[config.mk]
export PLATFORM = sky130hd
export DESIGN_NAME = three_wheel_slew_limit_pwm
export DESIGN_NICKNAME = d
export VERILOG_FILES = /design/src/rtl/twsl_pkg.sv /design/src/rtl/twsl_div.sv /design/src/rtl/twsl_mul.sv /design/src/rtl/three_wheel_slew_limit_pwm.sv
export SDC_FILE = /design/constraint.sdc
export NUM_CORES = 2
export LEC_CHECK = 0
export BUFFER_PORTS_ARGS = -buffer_cell sky130_fd_sc_hd__buf_2
export CAP_MARGIN = 20
export CORE_MARGIN = 1
export CORE_UTILIZATION = 40
export CTS_CLUSTER_DIAMETER = 60
export DETAILED_ROUTE_END_ITERATION = 6
export PLACE_DENSITY_LB_ADDON = 0.08
export SYNTH_ARGS = -nofsm -noshare
export SYNTH_HDL_FRONTEND = slang
export SYNTH_HIERARCHICAL = 1
export SYNTH_SLANG_ARGS = --single-unit
export TNS_END_PERCENT = 5
[constraint.sdc]
create_clock -name i_clk -period 21 [get_ports i_clk]
set_input_delay 2.1 -clock i_clk [delete_from_list [all_inputs] [get_ports i_clk]]
set_output_delay 2.1 -clock i_clk [all_outputs]
set_load 0.005 [all_outputs]
[src/rtl/twsl_pkg.sv]
// Package for the three-wheel slew limiter: widths, constants, state and divider interface types.
`timescale 1ns / 1ps
`default_nettype none
package twsl_pkg;
    localparam int SpeedW = 16;
    localparam int DutyW  = 16;
    localparam int CfgW   = 48;
    localparam int IdxW   = 3;

    localparam logic [IdxW-1:0] REG_MAX_ACCEL = 3'd0;
    localparam logic [IdxW-1:0] REG_ENABLE    = 3'd1;
    localparam logic [IdxW-1:0] REG_GAIN_F    = 3'd2;
    localparam logic [IdxW-1:0] REG_GAIN_BL   = 3'd3;
    localparam logic [IdxW-1:0] REG_GAIN_BR   = 3'd4;
    localparam logic [IdxW-1:0] REG_FWD_TRIM  = 3'd5;
    localparam logic [IdxW-1:0] REG_REV_TRIM  = 3'd6;

    // Width of the serial divider operands (dividend and divisor).
    localparam int DivW = 64;
    localparam int DivCntW = 7;

    typedef enum logic [4:0] {
        ST_IDLE, ST_DELTA, ST_RAMP_DIV, ST_RAMP_NEXT,
        ST_SCALE, ST_MAP_DIV, ST_TRIM, ST_TRIM_NEXT,
        ST_NORM_MAX, ST_NORM_DIV, ST_NORM_NEXT, ST_OUT
    } t_state;

    typedef struct packed {
        logic start;
        logic [DivW-1:0] num;
        logic [DivW-1:0] den;
    } t_div_req;

    typedef struct packed {
        logic busy;
        logic done;
        logic [DivW-1:0] quo;
        logic [DivW-1:0] rem;
    } t_div_rsp;
endpackage
`default_nettype wire

[src/rtl/twsl_div.sv]
// Bit-serial restoring divider, one quotient bit per cycle.
`timescale 1ns / 1ps
`default_nettype none
module twsl_div
    import twsl_pkg::*;
(
    input  wire logic     i_clk,
    input  wire logic     i_rst_n,
    input  wire t_div_req i_req,
    output t_div_rsp      o_rsp
);
    logic [DivW-1:0]    r_quo, n_quo;
    logic [DivW-1:0]    r_rem, n_rem;
    logic [DivW-1:0]    r_den;
    logic [DivCntW-1:0] r_cnt, n_cnt;
    logic               r_busy, n_busy, r_done, n_done;
    logic [DivW:0]      w_trial;

    always_comb begin
        n_quo  = r_quo;
        n_rem  = r_rem;
        n_cnt  = r_cnt;
        n_busy = r_busy;
        n_done = 1'b0;
        w_trial = {r_rem, r_quo[DivW-1]} - {1'b0, r_den};
        if (i_req.start) begin
            n_quo  = i_req.num;
            n_rem  = '0;
            n_cnt  = DivCntW'(DivW);
            n_busy = 1'b1;
        end else if (r_busy) begin
            if (w_trial[DivW]) begin
                n_rem = {r_rem[DivW-2:0], r_quo[DivW-1]};
                n_quo = {r_quo[DivW-2:0], 1'b0};
            end else begin
                n_rem = w_trial[DivW-1:0];
                n_quo = {r_quo[DivW-2:0], 1'b1};
            end
            n_cnt = r_cnt - 1'b1;
            if (r_cnt == DivCntW'(1)) begin
                n_busy = 1'b0;
                n_done = 1'b1;
            end
        end
    end

    always_ff @(posedge i_clk) begin
        if (!i_rst_n) begin
            r_busy <= 1'b0;
            r_done <= 1'b0;
            r_cnt  <= '0;
        end else begin
            r_busy <= n_busy;
            r_done <= n_done;
            r_cnt  <= n_cnt;
        end
        r_quo <= n_quo;
        r_rem <= n_rem;
        if (i_req.start) begin
            r_den <= i_req.den;
        end
    end

    assign o_rsp.busy = r_busy;
    assign o_rsp.done = r_done;
    assign o_rsp.quo  = r_quo;
    assign o_rsp.rem  = r_rem;
endmodule
`default_nettype wire

[src/rtl/twsl_mul.sv]
// Shift-and-add multiplier, one multiplier bit per cycle.
`timescale 1ns / 1ps
`default_nettype none
module twsl_mul
    import twsl_pkg::*;
(
    input  wire logic            i_clk,
    input  wire logic            i_rst_n,
    input  wire logic            i_start,
    input  wire logic [DivW-1:0] i_a,
    input  wire logic [31:0]     i_b,
    output logic                 o_done,
    output logic [DivW-1:0]      o_p
);
    logic [DivW-1:0] r_acc, r_a;
    logic [31:0]     r_b;
    logic [5:0]      r_cnt;
    logic            r_busy, r_done;

    always_ff @(posedge i_clk) begin
        if (!i_rst_n) begin
            r_busy <= 1'b0;
            r_done <= 1'b0;
            r_cnt  <= '0;
        end else begin
            r_done <= 1'b0;
            if (i_start) begin
                r_busy <= 1'b1;
                r_cnt  <= 6'd32;
            end else if (r_busy) begin
                r_cnt <= r_cnt - 1'b1;
                if (r_cnt == 6'd1) begin
                    r_busy <= 1'b0;
                    r_done <= 1'b1;
                end
            end
        end
        if (i_start) begin
            r_acc <= '0;
            r_a   <= i_a;
            r_b   <= i_b;
        end else if (r_busy) begin
            if (r_b[0]) begin
                r_acc <= r_acc + r_a;
            end
            r_a <= {r_a[DivW-2:0], 1'b0};
            r_b <= {1'b0, r_b[31:1]};
        end
    end

    assign o_done = r_done;
    assign o_p    = r_acc;
endmodule
`default_nettype wire

[src/rtl/three_wheel_slew_limit_pwm.sv]
// Top level of the three-wheel slew limiter with PWM duty mapping.
`timescale 1ns / 1ps
`default_nettype none
// Each item carries three signed Q11.4 wheel targets and yields one item of
// three unsigned Q0.16 duties. Work runs on one shared bit-serial multiplier
// and one shared bit-serial divider, all magnitudes, with signs handled
// around them. Each lane takes a gain product, a calibration division and a
// trim product; when limiting applies, each lane's ramp step adds a product
// and a division, and renormalizing adds a division per lane. The result is
// held in an output register; the next item is taken once it has been
// delivered. Configuration writes take effect at once and must only be made
// while the block is idle.
module three_wheel_slew_limit_pwm
    import twsl_pkg::*;
(
    input  wire logic            i_clk,
    input  wire logic            i_rst_n,
    input  wire logic            s_axis_tvalid,
    output logic                 s_axis_tready,
    // tdata: target_back_left [15:0], target_back_right [31:16], target_front [47:32]
    input  wire logic [47:0]     s_axis_tdata,
    output logic                 m_axis_tvalid,
    input  wire logic            m_axis_tready,
    // tdata: duty_front [15:0], duty_back_left [31:16], duty_back_right [47:32]
    output logic [47:0]          m_axis_tdata,
    input  wire logic            i_cfg_we,
    input  wire logic [IdxW-1:0] i_cfg_idx,
    input  wire logic [CfgW-1:0] i_cfg_data
);
    // Configuration registers.
    logic [14:0] r_max_accel;
    logic        r_enable;
    logic [15:0] r_gain [3];
    logic [47:0] r_fwd_trim, r_rev_trim;

    always_ff @(posedge i_clk) begin
        if (!i_rst_n) begin
            r_max_accel <= 15'd480;
            r_enable    <= 1'b1;
            r_gain[0]   <= 16'd16384;
            r_gain[1]   <= 16'd16384;
            r_gain[2]   <= 16'd16384;
            r_fwd_trim  <= 48'h4000_4000_4000;
            r_rev_trim  <= 48'h4000_4000_4000;
        end else if (i_cfg_we) begin
            case (i_cfg_idx)
                REG_MAX_ACCEL: r_max_accel <= i_cfg_data[14:0];
                REG_ENABLE:    r_enable    <= i_cfg_data[0];
                REG_GAIN_F:    r_gain[0]   <= i_cfg_data[15:0];
                REG_GAIN_BL:   r_gain[1]   <= i_cfg_data[15:0];
                REG_GAIN_BR:   r_gain[2]   <= i_cfg_data[15:0];
                REG_FWD_TRIM:  r_fwd_trim  <= i_cfg_data;
                REG_REV_TRIM:  r_rev_trim  <= i_cfg_data;
                default: ;
            endcase
        end
    end

    // Lane 0 is front, 1 back left, 2 back right; targets arrive in the
    // order back left, back right, front.
    t_state              r_state, n_state;
    logic signed [15:0]  r_ramp [3];
    logic signed [15:0]  r_tgt [3];
    logic signed [16:0]  r_delta [3];
    logic [16:0]         r_m;
    logic [1:0]          r_lane;
    logic                r_sub;      // second phase within a lane step
    logic                r_spos;     // scaled speed is positive
    logic                r_neg;      // sign of the operand being multiplied or divided
    logic signed [35:0]  r_s;        // scaled speed
    logic signed [22:0]  r_duty [3]; // duty before clamping
    logic [21:0]         r_mx;
    logic [47:0]         r_out;
    logic                r_ovalid;

    t_div_req w_dreq;
    t_div_rsp w_drsp;
    logic            w_mstart, w_mdone;
    logic [DivW-1:0] w_ma, w_mp;
    logic [31:0]     w_mb;

    twsl_div u_div (.i_clk, .i_rst_n, .i_req(w_dreq), .o_rsp(w_drsp));
    twsl_mul u_mul (.i_clk, .i_rst_n, .i_start(w_mstart), .i_a(w_ma), .i_b(w_mb),
                    .o_done(w_mdone), .o_p(w_mp));

    // Rounded quotient magnitude, halves away from zero: numerator was
    // offset by den/2 before division.
    logic [DivW-1:0] w_q;
    assign w_q = w_drsp.quo;

    // Calibration segment selection on the scaled speed (18 fraction bits).
    logic signed [47:0] w_s56;
    logic [12:0] w_k;
    logic [12:0] w_c;
    logic signed [63:0] w_inner;
    always_comb begin
        w_s56 = 48'(r_s) * 48'sd56;
        if (w_s56 > (48'sd4809 <<< 18) || w_s56 < -(48'sd4749 <<< 18)) begin
            w_k = 13'd6269; w_c = 13'd4993;
        end else if (r_s > 36'sd0) begin
            w_k = 13'd6186; w_c = 13'd5000;
        end else begin
            w_k = 13'd6235; w_c = 13'd4976;
        end
        // inner = 14*k*s + c*10000*2^18, duty = inner/(1e8*4) rounded.
        w_inner = 64'(r_s) * 64'(14 * 1) * $signed({51'd0, w_k})
                + $signed({51'd0, w_c}) * 64'sd2621440000;
    end

    logic [15:0] w_trim;
    always_comb begin
        case (r_lane)
            2'd0: w_trim = r_spos ? r_fwd_trim[15:0]  : r_rev_trim[15:0];
            2'd1: w_trim = r_spos ? r_fwd_trim[31:16] : r_rev_trim[31:16];
            default: w_trim = r_spos ? r_fwd_trim[47:32] : r_rev_trim[47:32];
        endcase
    end

    logic [16:0] w_abs [3];
    logic [16:0] w_mmax;
    logic        w_limit;
    logic signed [22:0] w_dev;
    logic [21:0] w_adev;
    logic signed [17:0] w_rsum;
    logic signed [19:0] w_nd;
    always_comb begin
        for (int i = 0; i < 3; i++) begin
            w_abs[i] = r_delta[i][16] ? 17'(-r_delta[i]) : 17'(r_delta[i]);
        end
        // Largest delta magnitude of the item just accepted.
        w_mmax = w_abs[0];
        if (w_abs[1] > w_mmax) w_mmax = w_abs[1];
        if (w_abs[2] > w_mmax) w_mmax = w_abs[2];
        w_limit = r_enable && (w_mmax != 17'd0) && (w_mmax >= {2'b0, r_max_accel});
        w_dev  = r_duty[r_lane] - 23'sd32768;
        w_adev = w_dev[22] ? 22'(-w_dev) : 22'(w_dev);
        w_rsum = 18'(r_ramp[r_lane]) + (r_neg ? -$signed({1'b0, w_q[16:0]})
                                              :  $signed({1'b0, w_q[16:0]}));
        w_nd   = 20'(r_neg ? -$signed({1'b0, w_q[17:0]}) : $signed({1'b0, w_q[17:0]}))
               + 20'sd32768;
    end

    assign s_axis_tready = (r_state == ST_IDLE) && !r_ovalid;
    assign m_axis_tvalid = r_ovalid;
    assign m_axis_tdata  = r_out;

    always_comb begin
        n_state = r_state;
        w_dreq  = '0;
        w_mstart = 1'b0;
        w_ma = '0;
        w_mb = '0;
        case (r_state)
            ST_IDLE:     if (s_axis_tvalid && s_axis_tready) n_state = ST_DELTA;
            ST_DELTA:    n_state = w_limit ? ST_RAMP_DIV : ST_SCALE;
            ST_RAMP_DIV: begin
                if (!r_sub) begin
                    w_mstart = 1'b1;
                    w_ma = DivW'(w_abs[r_lane]);
                    w_mb = 32'(r_max_accel);
                end else if (w_mdone) begin
                    w_dreq.start = 1'b1;
                    w_dreq.num = w_mp + DivW'(r_m >> 1);
                    w_dreq.den = DivW'(r_m);
                end
                if (w_drsp.done) n_state = ST_RAMP_NEXT;
            end
            ST_RAMP_NEXT: n_state = (r_lane == 2'd2) ? ST_SCALE : ST_RAMP_DIV;
            ST_SCALE: begin
                if (!r_sub) begin
                    w_mstart = 1'b1;
                    w_ma = DivW'(r_ramp[r_lane][15] ? 17'(-r_ramp[r_lane])
                                                    : 17'(r_ramp[r_lane]));
                    w_mb = 32'(r_gain[r_lane]);
                end else if (w_mdone) begin
                    n_state = ST_MAP_DIV;
                end
            end
            ST_MAP_DIV: begin
                if (!r_sub) begin
                    w_dreq.start = 1'b1;
                    w_dreq.num = (w_inner < 0 ? 64'(-w_inner) : 64'(w_inner))
                               + 64'd200000000;
                    w_dreq.den = 64'd400000000;
                end else if (w_drsp.done) begin
                    n_state = ST_TRIM;
                end
            end
            ST_TRIM: begin
                if (!r_sub) begin
                    w_mstart = 1'b1;
                    w_ma = DivW'(r_duty[r_lane][22] ? 23'(-r_duty[r_lane])
                                                    : 23'(r_duty[r_lane]));
                    w_mb = 32'(w_trim);
                end else if (w_mdone) begin
                    n_state = ST_TRIM_NEXT;
                end
            end
            ST_TRIM_NEXT: n_state = (r_lane == 2'd2) ? ST_NORM_MAX : ST_SCALE;
            ST_NORM_MAX:  n_state = (r_lane == 2'd2) ? ST_NORM_DIV : ST_NORM_MAX;
            ST_NORM_DIV: begin
                if (r_mx < 22'd32768) begin
                    n_state = ST_OUT;
                end else begin
                    if (!r_sub) begin
                        w_dreq.start = 1'b1;
                        w_dreq.num = (DivW'(w_adev) << 15) + DivW'(r_mx >> 1);
                        w_dreq.den = DivW'(r_mx);
                    end else if (w_drsp.done) begin
                        n_state = ST_NORM_NEXT;
                    end
                end
            end
            ST_NORM_NEXT: n_state = (r_lane == 2'd2) ? ST_OUT : ST_NORM_DIV;
            ST_OUT:       n_state = ST_IDLE;
            default:      n_state = ST_IDLE;
        endcase
    end

    function automatic logic [15:0] clamp_duty(input logic signed [22:0] d);
        if (d < 0) return 16'd0;
        if (d > 23'sd65535) return 16'hFFFF;
        return d[15:0];
    endfunction

    logic signed [63:0] w_tr;
    assign w_tr = (64'(w_mp) + 64'd8192) >> 14;

    always_ff @(posedge i_clk) begin
        if (!i_rst_n) begin
            r_state  <= ST_IDLE;
            r_ovalid <= 1'b0;
            r_ramp[0] <= '0; r_ramp[1] <= '0; r_ramp[2] <= '0;
            r_lane <= '0;
            r_sub  <= 1'b0;
        end else begin
            r_state <= n_state;
            if (m_axis_tvalid && m_axis_tready) r_ovalid <= 1'b0;
            case (r_state)
                ST_IDLE: begin
                    r_lane <= '0;
                    r_sub  <= 1'b0;
                    if (s_axis_tvalid && s_axis_tready) begin
                        r_tgt[1] <= s_axis_tdata[15:0];
                        r_tgt[2] <= s_axis_tdata[31:16];
                        r_tgt[0] <= s_axis_tdata[47:32];
                        r_delta[1] <= 17'($signed(s_axis_tdata[15:0])) - 17'(r_ramp[1]);
                        r_delta[2] <= 17'($signed(s_axis_tdata[31:16])) - 17'(r_ramp[2]);
                        r_delta[0] <= 17'($signed(s_axis_tdata[47:32])) - 17'(r_ramp[0]);
                    end
                end
                ST_DELTA: begin
                    r_m <= w_mmax;
                    if (!w_limit) begin
                        r_ramp[0] <= r_tgt[0]; r_ramp[1] <= r_tgt[1];
                        r_ramp[2] <= r_tgt[2];
                    end
                end
                ST_RAMP_DIV: begin
                    r_neg <= r_delta[r_lane][16];
                    if (!r_sub) r_sub <= 1'b1;
                    if (w_drsp.done) begin
                        r_sub <= 1'b0;
                        if (w_q > 64'd131071 || w_rsum > 18'sd32767)
                            r_ramp[r_lane] <= r_neg ? -16'sd32768 : 16'sd32767;
                        else if (w_rsum < -18'sd32768)
                            r_ramp[r_lane] <= -16'sd32768;
                        else
                            r_ramp[r_lane] <= 16'(w_rsum);
                    end
                end
                ST_RAMP_NEXT: r_lane <= (r_lane == 2'd2) ? 2'd0 : r_lane + 1'b1;
                ST_SCALE: begin
                    if (!r_sub) begin
                        r_sub <= 1'b1;
                        r_neg <= r_ramp[r_lane][15];
                    end else if (w_mdone) begin
                        r_sub <= 1'b0;
                        r_s   <= r_neg ? -36'(w_mp) : 36'(w_mp);
                        r_spos <= !r_neg && (w_mp != '0);
                    end
                end
                ST_MAP_DIV: begin
                    if (!r_sub) begin
                        r_sub <= 1'b1;
                        r_neg <= w_inner < 0;
                    end else if (w_drsp.done) begin
                        r_sub <= 1'b0;
                        r_duty[r_lane] <= r_neg ? -23'(w_q) : 23'(w_q);
                    end
                end
                ST_TRIM: begin
                    if (!r_sub) begin
                        r_sub <= 1'b1;
                        r_neg <= r_duty[r_lane][22];
                    end else if (w_mdone) begin
                        r_sub <= 1'b0;
                        r_duty[r_lane] <= r_neg ? -23'(w_tr) : 23'(w_tr);
                    end
                end
                ST_TRIM_NEXT: begin
                    r_lane <= (r_lane == 2'd2) ? 2'd0 : r_lane + 1'b1;
                    r_mx   <= '0;
                end
                ST_NORM_MAX: begin
                    if (w_adev > r_mx) r_mx <= w_adev;
                    r_lane <= (r_lane == 2'd2) ? 2'd0 : r_lane + 1'b1;
                end
                ST_NORM_DIV: begin
                    if (!r_sub) begin
                        r_sub <= 1'b1;
                        r_neg <= w_dev[22];
                    end else if (w_drsp.done) begin
                        r_sub <= 1'b0;
                        r_duty[r_lane] <= 23'(w_nd);
                    end
                end
                ST_NORM_NEXT: r_lane <= (r_lane == 2'd2) ? 2'd0 : r_lane + 1'b1;
                ST_OUT: begin
                    r_ovalid <= 1'b1;
                    r_out <= {clamp_duty(r_duty[2]), clamp_duty(r_duty[1]),
                              clamp_duty(r_duty[0])};
                end
                default: ;
            endcase
        end
    end

    property p_div_free;
        @(posedge i_clk) disable iff (!i_rst_n)
            !(w_dreq.start && w_drsp.busy);
    endproperty
    a_div_free: assert property (p_div_free) else $error("divider started while busy");

    property p_no_overlap;
        @(posedge i_clk) disable iff (!i_rst_n)
            !(s_axis_tready && m_axis_tvalid);
    endproperty
    a_no_overlap: assert property (p_no_overlap)
        else $error("input taken while a result is pending");

    property p_out_after;
        @(posedge i_clk) disable iff (!i_rst_n)
            (r_state == ST_OUT) |=> m_axis_tvalid;
    endproperty
    a_out_after: assert property (p_out_after) else $error("result not presented");
endmodule
`default_nettype wire
Word-level counts from Yosys, hierarchy flattened
Memory sizes are Yosys's and may differ from the RTL's. A register that Yosys moved wholly into a read port is not among the register bits.
Index checks and enable logic that the tools add are counted.
- memories kept: 5
- logic and storage cells: 376
- memory bits (writable): 264
- bits of input ports: 104
- register bits after elaboration: 615
- memory list (memory ; depth ; bits a word ; read ports ; clocked after Yosys merged registers in ; wr ports ; line ; RTL):
    r_duty ; 3 ; 23 ; 4 ; 1 ; 1 ; three_wheel_slew_limit_pwm.sv:71 ; logic signed [22:0] r_duty [3];
    r_delta ; 3 ; 17 ; 4 ; 1 ; 3 ; three_wheel_slew_limit_pwm.sv:64 ; logic signed [16:0] r_delta [3];
    r_gain ; 3 ; 16 ; 1 ; 1 ; 3 ; three_wheel_slew_limit_pwm.sv:33 ; logic [15:0] r_gain [3];
    r_ramp ; 3 ; 16 ; 4 ; 1 ; 3 ; three_wheel_slew_limit_pwm.sv:62 ; logic signed [15:0] r_ramp [3];
    r_tgt ; 3 ; 16 ; 3 ; 0 ; 3 ; three_wheel_slew_limit_pwm.sv:63 ; logic signed [15:0] r_tgt [3];
- reductions and logical operators: 42
- eq/ne operators: 36
- magnitude comparators: 19
- bitwise operators: 14
- multiply operators: 4
- add/sub/neg operators: 28
- mux-type cells: 200
- operators by type and width (operator ; number):
    two-way mux 129 bit ; 5
    two-way mux 64 bit ; 10
    two-way mux 16 bit ; 27
    one-hot mux 129 bit (3 select lines) ; 1
    one-hot mux 64 bit (3 select lines) ; 1
    two-way mux 17 bit ; 8
    two-way mux 1 bit ; 95
    two-way mux 23 bit ; 4
    multiplier 36 x 4 -> 40 bit (second input constant) ; 2
    > comparator 23 x 17 -> 1 bit (second input constant) ; 3
    < comparator 23 x 1 -> 1 bit (second input constant) ; 3
    negation 23 bit ; 3
    subtractor 65 x 64 -> 65 bit ; 1
    adder 64 x 16 -> 64 bit ; 1
    adder 64 x 28 -> 64 bit (second input constant) ; 1
    adder 64 bit ; 1
    > comparator 64 x 17 -> 1 bit (second input constant) ; 1
    two-way mux 32 bit ; 2
    negation 56 -> 64 bit ; 1
    nonzero test 64 bit ; 1
    adder 55 x 46 -> 56 bit ; 1
    < comparator 56 x 1 -> 1 bit (second input constant) ; 1
    two-way mux 5 bit ; 11
    one-hot mux 5 bit (11 select lines) ; 1
    other kinds (82) ; 158

Depth between registers and ports, before layout
An unclocked memory read counts as a cell.
- depth in word-level cells: 16
- mapped depth: 84
- mapped depth without buffers: 74

Cells and area by module
The synthesis kept the hierarchy.
- modules (own cells, without submodules) (module ; cells an instance ; area each (um^2) ; times used):
    three_wheel_slew_limit_pwm ; 6821 ; 59726.0 ; 1
    twsl_div ; 1219 ; 11987.7 ; 1
    twsl_mul ; 1023 ; 10126.0 ; 1

Worst setup path after synthesis
No wires, ideal clock.
- kind: register to register
- start: register r_s[0]
- end: register u_div.r_quo[53] (data pin)
- path slack: 4.986 ns
- buffers on the path: 8
- setup time: 0.260 ns
- data arrival time: 15.754 ns
- stages on the path, launching flop included: 80
- cells stage by stage: edfxtp_1 > inv_1 > ha_1 > ha_1 > ha_1 > inv_1 > fa_1 > nand2b_1 > a21oi_1 > nor2_1 > o21ai_1 > nand3_1 > nor2_1 > nor2_1 > o21bai_1 > a21o_1 > a21oi_1 > xnor2_1 > [... 44 more ...] > and2_1 > buf_6 > nor3_4 > nand4_1 > nand2_2 > buf_6 > buf_6 > clkbuf_1 > nor2_1 > xor2_1 > ha_1 > o211a_1 > a22oi_2 > a31oi_2 > o2111ai_1 > or3_1 > a211o_1 > mux2_2
- RTL lines (element ; line ; RTL):
    start, declared ; three_wheel_slew_limit_pwm.sv:70 ; logic signed [35:0] r_s;
    start signal, assigned ; three_wheel_slew_limit_pwm.sv:279 ; r_s <= r_neg ? -36'(w_mp) : 36'(w_mp);
    end signal, assigned ; twsl_div.sv:57 ; r_quo <= n_quo;
    end, declared ; twsl_div.sv:12 ; logic [DivW-1:0] r_quo, n_quo;

==> impl_metrics.ini <==
[setup_path]
crit_path_start_kind = register
critPathArrivalTime_ps = 19490
r2r_slack_ps = 2030
critPathMaxStageDelay_ps = 840
crit_type = reg2reg
cp_slowest_cell = nor2b_1
required_ps = 21520
end_kind = register
crit_fanout = 42

[power]
power.density_nw_per_um2 = 103.9
finalPower_uw = 9281
vdd_drop_max_mv = 0.08180
leakage_uw = 0.03704

[worst_hold_path]
hp-class = reg2reg

[global_routing]
grt_max_degree = 90
grt_pass1_wl_um = 427800
antenna_found_initial = 11
grt_pass1_vias = 66840
grtUsageTotal_pct = 27.33
overflow = 0

[yosys]
netlist_instances = 9062
avgSynthCellArea_um2 = 9.030
yosysWarnings = 6
synth_area_um2 = 81830

[layout]
drive_above_1_share_pct = 10.31
stdcell_count = 11878
fin_util_pct = 44.07
nets = 10211
synthToLayoutAreaGrowth_pct = 9.171

[floorplan]
die_w_um = 454.3
initial_core_util_pct = 40.36
ios = 154
dieArea_um2 = 206400
chipHeight_um = 454.3
num_rows = 165
core_area_um2 = 202700

[cts]
cts_hold_buffers = 0
cts_resized = 0
cts_buffers = 113
cts_tree = done
cts_sinks = 919
cts-root-buf = clkbuf_16
clock_latency_ps = 790
h-tree-depth = 3
clkTransAtPathRegs_ps = 60
post-cts-setup-buffers = 0
cts.path.max_buffers = 3

[run_status]
run_status = finished clean

[timing]
maxSlewViolCount = 0
rsz0062_at_grt = no
hold_violations = 0
setup_tns_ps = 0
setup_viol = 0
max_freq_mhz = 52.71
slew_headroom_pct = 24.19
fin_crit_sh_pct = 90.34
period_needed_ps = 18970
finalClockSkew_ps = 30.03
worst_pin_slew_ps = 1125

[drt]
wl_per_cell_um = 23.99
vias = 67365
antenna_left = 0
wirelength_um = 285000
drtPass1Iterations = 6
vias_per_cell = 5.671
drt-initial-drc-count = 4908
drc_errors = 0

[placement]
place_hpwl_um = 227200
dp.cells = 11658
gp_congestion = 0.9391
numPortBuffers = 153

[flow_run]
drv_cap = 0
[placed cells by master (no fill, tap or decap), types with 48 or more instances in the layout]
master,count
o21ai_0,382
a31oi_1,51
o31ai_1,62
nand2b_1,70
a221o_1,55
buf_2,156
buf_4,120
inv_1,1003
mux2_2,182
a211oi_1,53
clkbuf_16,116
mux4_2,54
nor2_1,729
a21boi_0,148
o21a_1,48
a21oi_1,458
xnor2_1,348
o21bai_1,52
nand4_1,119
and2_1,78
xor2_1,236
o211ai_1,73
nor4_1,56
dfxtp_1,262
and3_1,62
fa_1,331
nand2_1,1060
a21o_1,166
conb_1,61
nor2b_1,58
mux2i_1,72
nand3_1,184
nor3_1,110
edfxtp_1,652
ha_1,672
or3_1,70
[final timing paths]
check                startpoint         endpoint  cells past startpoint
setup / recovery         r_s[0]  u_div/r_quo[36]                     68
hold reg to reg   r_fwd_trim[9]    r_fwd_trim[9]                      2
setup reg to reg         r_s[0]  u_div/r_quo[36]                     68
hold / removal    r_fwd_trim[9]    r_fwd_trim[9]                      2
[sequential cells by signal, indices dropped and copies added, names as in the netlist, 51 cells and up, named ones only]
name,flops
u_mul/r_a,64
u_mul/o_p,64
u_div/r_quo,64
r_delta,51
r_duty,92
u_div/r_rem,64
r_ramp,64
u_div/r_den,64
[through the flow]
step	hold slack (ps)	area, um2	worst slack [ps]
global route	480.1	89330	832.4
global placement	445.6	85460	1553
floorplan	435.3	82050	4986
detailed placement	456.3	85520	1259
CTS	464.6	89310	1180
finish	460.9	89340	2030
[report_power, final]
part / total, uW / switching (uW) / internal [uW]
Combinational: 4480 / 2810 / 1670
Sequential: 2810 / 349 / 2460
Clock: 1990 / 841 / 1150
[per-layer routing]
metal  vias to the layer above  routed length [um]  GRT usage, %
met4                         4               13850         12.08
li1                      31877                   -             -
met2                      1834              136200         46.31
met1                     33216              123100         35.38
met3                       434               11800         2.452
met5                         -                  21             0
[critical path, delay by kind of cell, from the launching register on]
family	cells	cell delay [ps]
buffers and inverters	12	2750
AND/OR/NAND/NOR	20	4220
multiplexers	2	530
adder cells (fa/ha/maj)	13	5160
AO/OA/AOI/OAI	19	5040
XOR/XNOR	2	400
flip-flops	1	560
[cell type report]
cell class              instances  area (um2)
fillers                     20109      113400
multi-input cells            6782       51770
flip-flops and latches        919       24940
inverters                    1010        3792
well taps                    2672        3343
clock buffers                 147        3144
repair buffers                278        1704
clock inverters                67       641.9
diodes                          3       7.507
Power figures use the tool's default switching activity.
